[src/sv/xfr_pkg.sv]
`timescale 1ns / 1ps

package xfr_pkg;

  localparam int BUFFER_SIZE_DEF = 64;

  localparam int BYTE_W = 8;
  localparam int CFG_IDX_W = 1;

  localparam logic [CFG_IDX_W-1:0] CFG_START_BYTE = 1'd0;
  localparam logic [CFG_IDX_W-1:0] CFG_CHECKSUM_SEED = 1'd1;

  localparam logic [BYTE_W-1:0] START_BYTE_RST = 8'd170;
  localparam logic [BYTE_W-1:0] CHECKSUM_SEED_RST = 8'd0;

  typedef enum logic [1:0] {
    PH_HUNT  = 2'd0,
    PH_DATA  = 2'd1,
    PH_CHECK = 2'd2
  } phase_t;

  typedef enum logic [1:0] {
    ST_FRAME_OK  = 2'd0,
    ST_CSUM_ERR  = 2'd1,
    ST_LEN_OVF   = 2'd2,
    ST_NO_START  = 2'd3
  } status_t;

  typedef struct packed {
    status_t           status;
    logic [BYTE_W-1:0] rx_length;
    logic [BYTE_W-1:0] checksum_value;
  } result_t;

endpackage

[src/sv/xfr_core.sv]
`timescale 1ns / 1ps

module xfr_core import xfr_pkg::*; #(
  parameter int BUFFER_SIZE = BUFFER_SIZE_DEF
) (
  input  logic                 clk,
  input  logic                 rst_n,
  input  logic                 cfg_wr_en,
  input  logic [CFG_IDX_W-1:0] cfg_index,
  input  logic [BYTE_W-1:0]    cfg_wdata,
  input  logic                 step,
  input  logic [BYTE_W-1:0]    rx_byte,
  input  logic                 restart,
  output logic                 res_valid,
  output result_t              res
);

  localparam int OFF_W = $clog2(BUFFER_SIZE);

  logic [BYTE_W-1:0] start_byte_r;
  logic [BYTE_W-1:0] seed_r;

  phase_t            phase_r, phase_nxt;
  logic [OFF_W-1:0]  offset_r, offset_nxt;
  logic [BYTE_W-1:0] length_r, length_nxt;
  logic [BYTE_W-1:0] xor_r, xor_nxt;

  phase_t            phase_eff;
  logic [OFF_W-1:0]  offset_eff;
  logic [OFF_W:0]    offset_inc;
  logic              last_data;
  logic              overflow;

  always_ff @(posedge clk) begin
    if (!rst_n) begin
      start_byte_r <= START_BYTE_RST;
      seed_r       <= CHECKSUM_SEED_RST;
    end else if (cfg_wr_en) begin
      unique case (cfg_index)
        CFG_START_BYTE:    start_byte_r <= cfg_wdata;
        CFG_CHECKSUM_SEED: seed_r       <= cfg_wdata;
        default: ;
      endcase
    end
  end

  // A restart word drops any frame in progress before the byte is looked at.
  assign phase_eff  = restart ? PH_HUNT : phase_r;
  assign offset_eff = restart ? '0 : offset_r;
  assign offset_inc = (OFF_W+1)'(offset_eff) + (OFF_W+1)'(1);
  assign last_data  = (BYTE_W'(offset_eff) == length_nxt);
  assign overflow   = !last_data && (offset_inc >= (OFF_W+1)'(BUFFER_SIZE));

  // Next state.
  always_comb begin
    phase_nxt  = phase_r;
    offset_nxt = offset_r;
    length_nxt = length_r;
    xor_nxt    = xor_r;
    unique case (phase_eff)
      PH_DATA: begin
        if (offset_eff == OFF_W'(1)) begin
          length_nxt = rx_byte;
        end else begin
          xor_nxt = xor_r ^ rx_byte;
        end
        if (last_data) begin
          phase_nxt  = PH_CHECK;
          offset_nxt = offset_inc[OFF_W-1:0];
        end else if (overflow) begin
          phase_nxt  = PH_HUNT;
          offset_nxt = '0;
        end else begin
          phase_nxt  = PH_DATA;
          offset_nxt = offset_inc[OFF_W-1:0];
        end
      end
      PH_CHECK: begin
        phase_nxt  = PH_HUNT;
        offset_nxt = '0;
      end
      default: begin
        if (rx_byte == start_byte_r) begin
          phase_nxt  = PH_DATA;
          offset_nxt = OFF_W'(1);
          xor_nxt    = seed_r;
        end else begin
          phase_nxt  = PH_HUNT;
          offset_nxt = '0;
        end
      end
    endcase
  end

  // Result of the word being handled.
  always_comb begin
    res_valid          = 1'b0;
    res.status         = ST_NO_START;
    res.rx_length      = '0;
    res.checksum_value = '0;
    unique case (phase_eff)
      PH_DATA: begin
        res_valid          = overflow;
        res.status         = ST_LEN_OVF;
        res.rx_length      = length_nxt;
        res.checksum_value = xor_nxt;
      end
      PH_CHECK: begin
        res_valid          = 1'b1;
        res.status         = (rx_byte == xor_r) ? ST_FRAME_OK : ST_CSUM_ERR;
        res.rx_length      = length_r;
        res.checksum_value = xor_r;
      end
      default: begin
        res_valid = (rx_byte != start_byte_r);
      end
    endcase
  end

  always_ff @(posedge clk) begin
    if (!rst_n) begin
      phase_r  <= PH_HUNT;
      offset_r <= '0;
      length_r <= '0;
      xor_r    <= '0;
    end else if (step) begin
      phase_r  <= phase_nxt;
      offset_r <= offset_nxt;
      length_r <= length_nxt;
      xor_r    <= xor_nxt;
    end
  end

endmodule

[src/sv/xfr_out_reg.sv]
`timescale 1ns / 1ps

module xfr_out_reg import xfr_pkg::*; (
  input  logic              clk,
  input  logic              rst_n,
  input  logic              load,
  input  result_t           res,
  input  logic              out_stall,
  output logic              free,
  output logic              out_valid,
  output logic [1:0]        out_status,
  output logic [BYTE_W-1:0] out_rx_length,
  output logic [BYTE_W-1:0] out_checksum_value
);

  logic    valid_r;
  result_t res_r;

  // The slot can take a new word when empty or when its word leaves now.
  assign free = !valid_r || !out_stall;

  always_ff @(posedge clk) begin
    if (!rst_n) begin
      valid_r <= 1'b0;
    end else if (free) begin
      valid_r <= load;
    end
  end

  always_ff @(posedge clk) begin
    if (free && load) begin
      res_r <= res;
    end
  end

  assign out_valid          = valid_r;
  assign out_status         = res_r.status;
  assign out_rx_length      = res_r.rx_length;
  assign out_checksum_value = res_r.checksum_value;

endmodule

[src/sv/xor_frame_receiver.sv]
`timescale 1ns / 1ps

// Length-prefixed frame receiver with an XOR checksum.
// Input channel: one received word (in_rx_byte plus in_restart) is taken at
// each edge with in_valid high and in_stall low. Output channel: one status
// word (out_status, out_rx_length, out_checksum_value) is delivered at each
// edge with out_valid high and out_stall low. Not every input word gives a
// status word: start, length and frame bytes give none but on buffer overflow.
// Configuration: cfg_wr_en writes cfg_wdata to start byte (index 0) or
// checksum seed (index 1); write only while no word is in flight.
// Path: a taken word waits in the input register and is parsed as it leaves
// it; its status is loaded into the output register at that same edge.
// Throughput: one word per cycle while in_stall is low.
// Stall: while the output register holds a status word that the receiver
// stalls, in_stall is high whenever the input register holds a word, even one
// that gives no status; the input register then keeps that word.
// Reset (synchronous, rst_n low): parser hunts for the start byte, both
// registers are empty, start byte returns to 170 and the seed to 0.

module xor_frame_receiver import xfr_pkg::*; #(
  parameter int BUFFER_SIZE = BUFFER_SIZE_DEF
) (
  input  logic                 clk,
  input  logic                 rst_n,
  input  logic                 cfg_wr_en,
  input  logic [CFG_IDX_W-1:0] cfg_index,
  input  logic [BYTE_W-1:0]    cfg_wdata,
  input  logic                 in_valid,
  output logic                 in_stall,
  input  logic [BYTE_W-1:0]    in_rx_byte,
  input  logic                 in_restart,
  output logic                 out_valid,
  input  logic                 out_stall,
  output logic [1:0]           out_status,
  output logic [BYTE_W-1:0]    out_rx_length,
  output logic [BYTE_W-1:0]    out_checksum_value
);

  logic              in_valid_r;
  logic [BYTE_W-1:0] rx_byte_r;
  logic              restart_r;

  logic    out_free;
  logic    step;
  logic    res_valid;
  result_t res;

  assign step     = in_valid_r && out_free;
  assign in_stall = in_valid_r && !out_free;

  always_ff @(posedge clk) begin
    if (!rst_n) begin
      in_valid_r <= 1'b0;
    end else if (!in_stall) begin
      in_valid_r <= in_valid;
    end
  end

  always_ff @(posedge clk) begin
    if (in_valid && !in_stall) begin
      rx_byte_r <= in_rx_byte;
      restart_r <= in_restart;
    end
  end

  xfr_core #(
    .BUFFER_SIZE(BUFFER_SIZE)
  ) u_core (
    .clk       (clk),
    .rst_n     (rst_n),
    .cfg_wr_en (cfg_wr_en),
    .cfg_index (cfg_index),
    .cfg_wdata (cfg_wdata),
    .step      (step),
    .rx_byte   (rx_byte_r),
    .restart   (restart_r),
    .res_valid (res_valid),
    .res       (res)
  );

  xfr_out_reg u_out_reg (
    .clk                (clk),
    .rst_n              (rst_n),
    .load               (step && res_valid),
    .res                (res),
    .out_stall          (out_stall),
    .free               (out_free),
    .out_valid          (out_valid),
    .out_status         (out_status),
    .out_rx_length      (out_rx_length),
    .out_checksum_value (out_checksum_value)
  );

endmodule
[config.mk]
export PLATFORM = sky130hd
export DESIGN_NAME = xor_frame_receiver
export DESIGN_NICKNAME = d
export VERILOG_FILES = /design/src/sv/xfr_pkg.sv /design/src/sv/xfr_core.sv /design/src/sv/xfr_out_reg.sv /design/src/sv/xor_frame_receiver.sv
export SDC_FILE = /design/constraint.sdc
export NUM_CORES = 1
export LEC_CHECK = 0
export BUFFER_PORTS_ARGS = -buffer_cell sky130_fd_sc_hd__buf_2
export CAP_MARGIN = 20
export CORE_MARGIN = 2
export CORE_UTILIZATION = 50
export CTS_CLUSTER_SIZE = 10
export DETAILED_ROUTE_END_ITERATION = 8
export PLACE_DENSITY = 0.7
export SYNTH_ARGS = -nofsm -noshare
export SYNTH_HDL_FRONTEND = slang
export SYNTH_SLANG_ARGS = --single-unit
[constraint.sdc]
create_clock -name clk -period 4.84 [get_ports clk]
set_input_delay 0.484 -clock clk [delete_from_list [all_inputs] [get_ports clk]]
set_output_delay 0.484 -clock clk [all_outputs]
set_load 0.05 [all_outputs]
==> impl_metrics.py <==
metrics = {
    "logic_synthesis": {
        "synthArstFlopShare": 0,
        "ys.warnings.count": 0,
        "number_of_enable_type_register_cells_in_the_synthesized_netlist": 27,
        "postSynthRegisterBits": 69,
        "synth_top_cell_area_share": 0.244,
        "top_cells_by_area_in_the_synthesized_netlist": "sky130_fd_sc_hd__dfxtp_1, sky130_fd_sc_hd__edfxtp_1, sky130_fd_sc_hd__nand2_1, sky130_fd_sc_hd__a21oi_1, sky130_fd_sc_hd__o21ai_0",
        "synthesis.area_sq_um": 3440,
        "synthDistinctLibCells": 47,
        "postSynthCellCount": 382,
        "synth_area_per_cell_sq_um": 9.00,
        "yosysSeqAreaShare": 0.480,
        "synth_top_cell_by_area": "sky130_fd_sc_hd__dfxtp_1",
        "synth_most_common_cell": "sky130_fd_sc_hd__nand2_1",
        "synth_ff_type": "sky130_fd_sc_hd__dfxtp_1",
        "synthesis.nets": 409,
        "ys_top_cells_by_count": "sky130_fd_sc_hd__nand2_1, sky130_fd_sc_hd__dfxtp_1, sky130_fd_sc_hd__a21oi_1, sky130_fd_sc_hd__edfxtp_1, sky130_fd_sc_hd__o21ai_0",
    },
    "power": {
        "worst_ir_drop_on_vdd_mv": 0.176,
        "cellPowerDensity_nw_per_um2": 352,
        "total_leakage_power_nw": 1.53,
    },
    "critical_path": {
        "startpoint_class": "flop",
        "crit_path_frequent_cell": "sky130_fd_sc_hd__o211ai_1",
        "critical_path_peak_fanout": 23,
        "cell_with_the_largest_stage_delay_on_the_worst_path": "sky130_fd_sc_hd__ha_1",
        "worst_path_largest_cell_delay_ps": 630,
        "critPathArrivalTime_ps": 3620,
        "criticalPathCategory": "flop to flop",
        "cp_cell_sequence": "nand2b_1 > inv_1 > ha_1 > and2_1 > o21ai_0 > nor2b_1 > o211ai_1 > o211ai_1 > a31oi_2 > buf_4",
        "timing.critical_path.to_type": "flop",
        "required_ps": 4880,
    },
    "routing": {
        "final_antenna_net_count": 0,
        "drc": 0,
        "via_count": 2908,
        "routed_wl_um": 8010,
        "dr.pass1.iters": 5,
        "via_per_inst": 5.89,
        "drtIter0Drc": 288,
        "route.detailed.wl_per_inst_um": 16.2,
    },
    "cells_and_area": {
        "final_net_count": 436,
        "drive_gt1_frac": 0.162,
        "flow.area_growth_from_synthesis_pct": 14.0,
        "fill_cells": 589,
        "antennaDiodeCount": 0,
    },
    "grt": {
        "grt_util_all_layers": 0.223,
        "grt_start_max_net_pins": 28,
        "initial_antenna_violation_count": 0,
        "first_global_vias": 2572,
        "global_route_wire_length_before_repair_um": 12900,
        "grt_overflow_total": 0,
    },
    "min_path": {
        "hold_path.class": "input pin to flop",
    },
    "clock_network": {
        "clock-root-buffer": "sky130_fd_sc_hd__clkbuf_8",
        "postCtsSetupBuffers": 0,
        "postCtsResizedCells": 0,
        "cts.htree.levels": 3,
        "worst_skew_pair.late_latency_ps": 350,
        "cts_buffers": 9,
        "tritoncts_num_sinks": 69,
        "cts-hold-fix-buffers": 0,
        "cts.clk_slew.worst_paths_ps": 80,
        "clock_tree.buffer_depth": 2,
        "tritoncts": "built",
    },
    "floorplan": {
        "initial_core_util": 0.512,
        "core_region_area_sq_um": 6720,
        "io-pin-count": 43,
        "dieHeight_um": 86.9,
        "die_w_um": 86.9,
        "fp-row-count": 30,
        "dieArea_sq_um": 7560,
    },
    "sta": {
        "fin_crit_ps": 3580,
        "rsz0062_at_grt": "no",
        "fmax_mhz": 279,
        "fin_hold_ws_ps": 304,
        "worst-slew-pin-transition_ps": 1070,
        "final-setup-viol-count": 0,
        "timing.slew.headroom": 0.279,
        "timing_max_transition_violations_final": 0,
        "clock_skew_ps": 7.80,
        "timing.final.crit_share": 0.740,
        "hold_viol_final": 0,
        "fin_tns_setup_ps": 0,
    },
    "placed_design": {
        "detailedPlacementHpwl_um": 5530,
        "port_buffer_count": 42,
        "routabilityCongestion": 0.897,
    },
    "run_status": {
        "status": "completed",
    },
    "flow_run": {
        "number_of_max_capacitance_violations_reported": 0,
    },
}
[worst max-delay path, delay by kind of cell, from the launching register on]
family                   cells  cell delay [ps]
buffers and inverters        2              340
flip-flops                   1              600
adder cells (fa/ha/maj)      1              630
AND/OR/NAND/NOR              3              770
AO/OA/AOI/OAI                4              930
[area by class of cell]
cell class	instances	area (sq um)	share of cell area
Sequential cell	69	1650	0.421
Multi-Input combinational cell	274	1640	0.417
Timing Repair Buffer	43	218	0.0555
Clock inverter	7	146	0.0373
Clock buffer	9	124	0.0316
Tap cell	80	100	0.0255
Inverter	12	45.0	0.0115
[routing by layer]
layer	up-vias	track usage	routed length [um]
met3	14	0.0512	602
met2	124	0.321	3430
met5	-	0	0
met1	1353	0.316	3810
met4	0	0.108	168
li1	1417	-	-
[layout by cell type (no fill, tap or decap), types with 2 or more instances in the layout]
| master | n |
|---|---|
| sky130_fd_sc_hd__nor2_1 | 24 |
| sky130_fd_sc_hd__buf_2 | 42 |
| sky130_fd_sc_hd__nor4_1 | 2 |
| sky130_fd_sc_hd__dfxtp_1 | 42 |
| sky130_fd_sc_hd__or3_1 | 8 |
| sky130_fd_sc_hd__nor3_1 | 6 |
| sky130_fd_sc_hd__a21oi_1 | 27 |
| sky130_fd_sc_hd__nand4_1 | 3 |
| sky130_fd_sc_hd__clkinv_4 | 2 |
| sky130_fd_sc_hd__inv_1 | 11 |
| sky130_fd_sc_hd__a31oi_1 | 19 |
| sky130_fd_sc_hd__xor2_1 | 8 |
| sky130_fd_sc_hd__clkbuf_8 | 9 |
| sky130_fd_sc_hd__or4_1 | 2 |
| sky130_fd_sc_hd__nand2_1 | 49 |
| sky130_fd_sc_hd__mux2i_1 | 8 |
| sky130_fd_sc_hd__nand3_1 | 15 |
| sky130_fd_sc_hd__nand2b_1 | 9 |
| sky130_fd_sc_hd__nor2b_1 | 6 |
| sky130_fd_sc_hd__a22o_1 | 7 |
| sky130_fd_sc_hd__o211ai_1 | 3 |
| sky130_fd_sc_hd__xnor2_1 | 9 |
| sky130_fd_sc_hd__bufinv_16 | 4 |
| sky130_fd_sc_hd__and3_1 | 2 |
| sky130_fd_sc_hd__edfxtp_1 | 27 |
| sky130_fd_sc_hd__o221ai_1 | 3 |
| sky130_fd_sc_hd__a22oi_1 | 4 |
| sky130_fd_sc_hd__ha_1 | 4 |
| sky130_fd_sc_hd__and2_1 | 11 |
| sky130_fd_sc_hd__o21ai_0 | 27 |
[metrics by stage]
stage / utilization / power [W] / instances / cell area (sq um) / setup slack (ps)
after floorplan: - / 0.000733 / 382 / 3440 / 1410
after global placement: 0.543 / 0.000765 / 478 / 3650 / 1380
after detailed placement: 0.543 / 0.000767 / 478 / 3650 / 1320
after CTS: 0.584 / 0.00139 / 494 / 3920 / 1310
after global routing: 0.584 / 0.00143 / 494 / 3920 / 982
final: 0.584 / 0.00138 / 494 / 3920 / 1260
[state kept, by name (all words and copies together) (netlist names)]
signal and count:
u_out_reg.out_checksum_value 8, u_core.seed_r 8, u_out_reg.out_status 2, u_core.phase_r 2, u_out_reg.out_valid 1, restart_r 1
u_out_reg.out_rx_length 8, rx_byte_r 8, in_valid_r 1, u_core.xor_r 8, u_core.length_r 8, u_core.offset_r 6
u_core.start_byte_r 8
[kinds of logic after synthesis]
group           Yosys count  share of synthesized area
compound gates          101                      0.182
xor+xnor                 17                     0.0433
flops                    69                      0.480
buf+inv                  39                     0.0458
mux                       8                     0.0233
fa+ha+maj                 4                     0.0146
simple gates            144                      0.211
[where the power goes]
| part | total [W] | switching, W | internal, W |
|---|---|---|---|
| registers | 0.000646 | 0.0000226 | 0.000623 |
| logic | 0.000109 | 0.0000730 | 0.0000356 |
| clock network | 0.000626 | 0.000229 | 0.000398 |
[path summary, 6_finish.rpt]
path,endpoint,depth (start not counted),from,slack (ps)
min reg2reg,u_core.seed_r[2],2,u_core.seed_r[2],450
min,rx_byte_r[0],1,in_rx_byte[0],300
max reg2reg,u_out_reg.out_rx_length[0],10,restart_r,1260
max,u_out_reg.out_rx_length[0],10,restart_r,1260
Power figures use the tool's default switching activity.
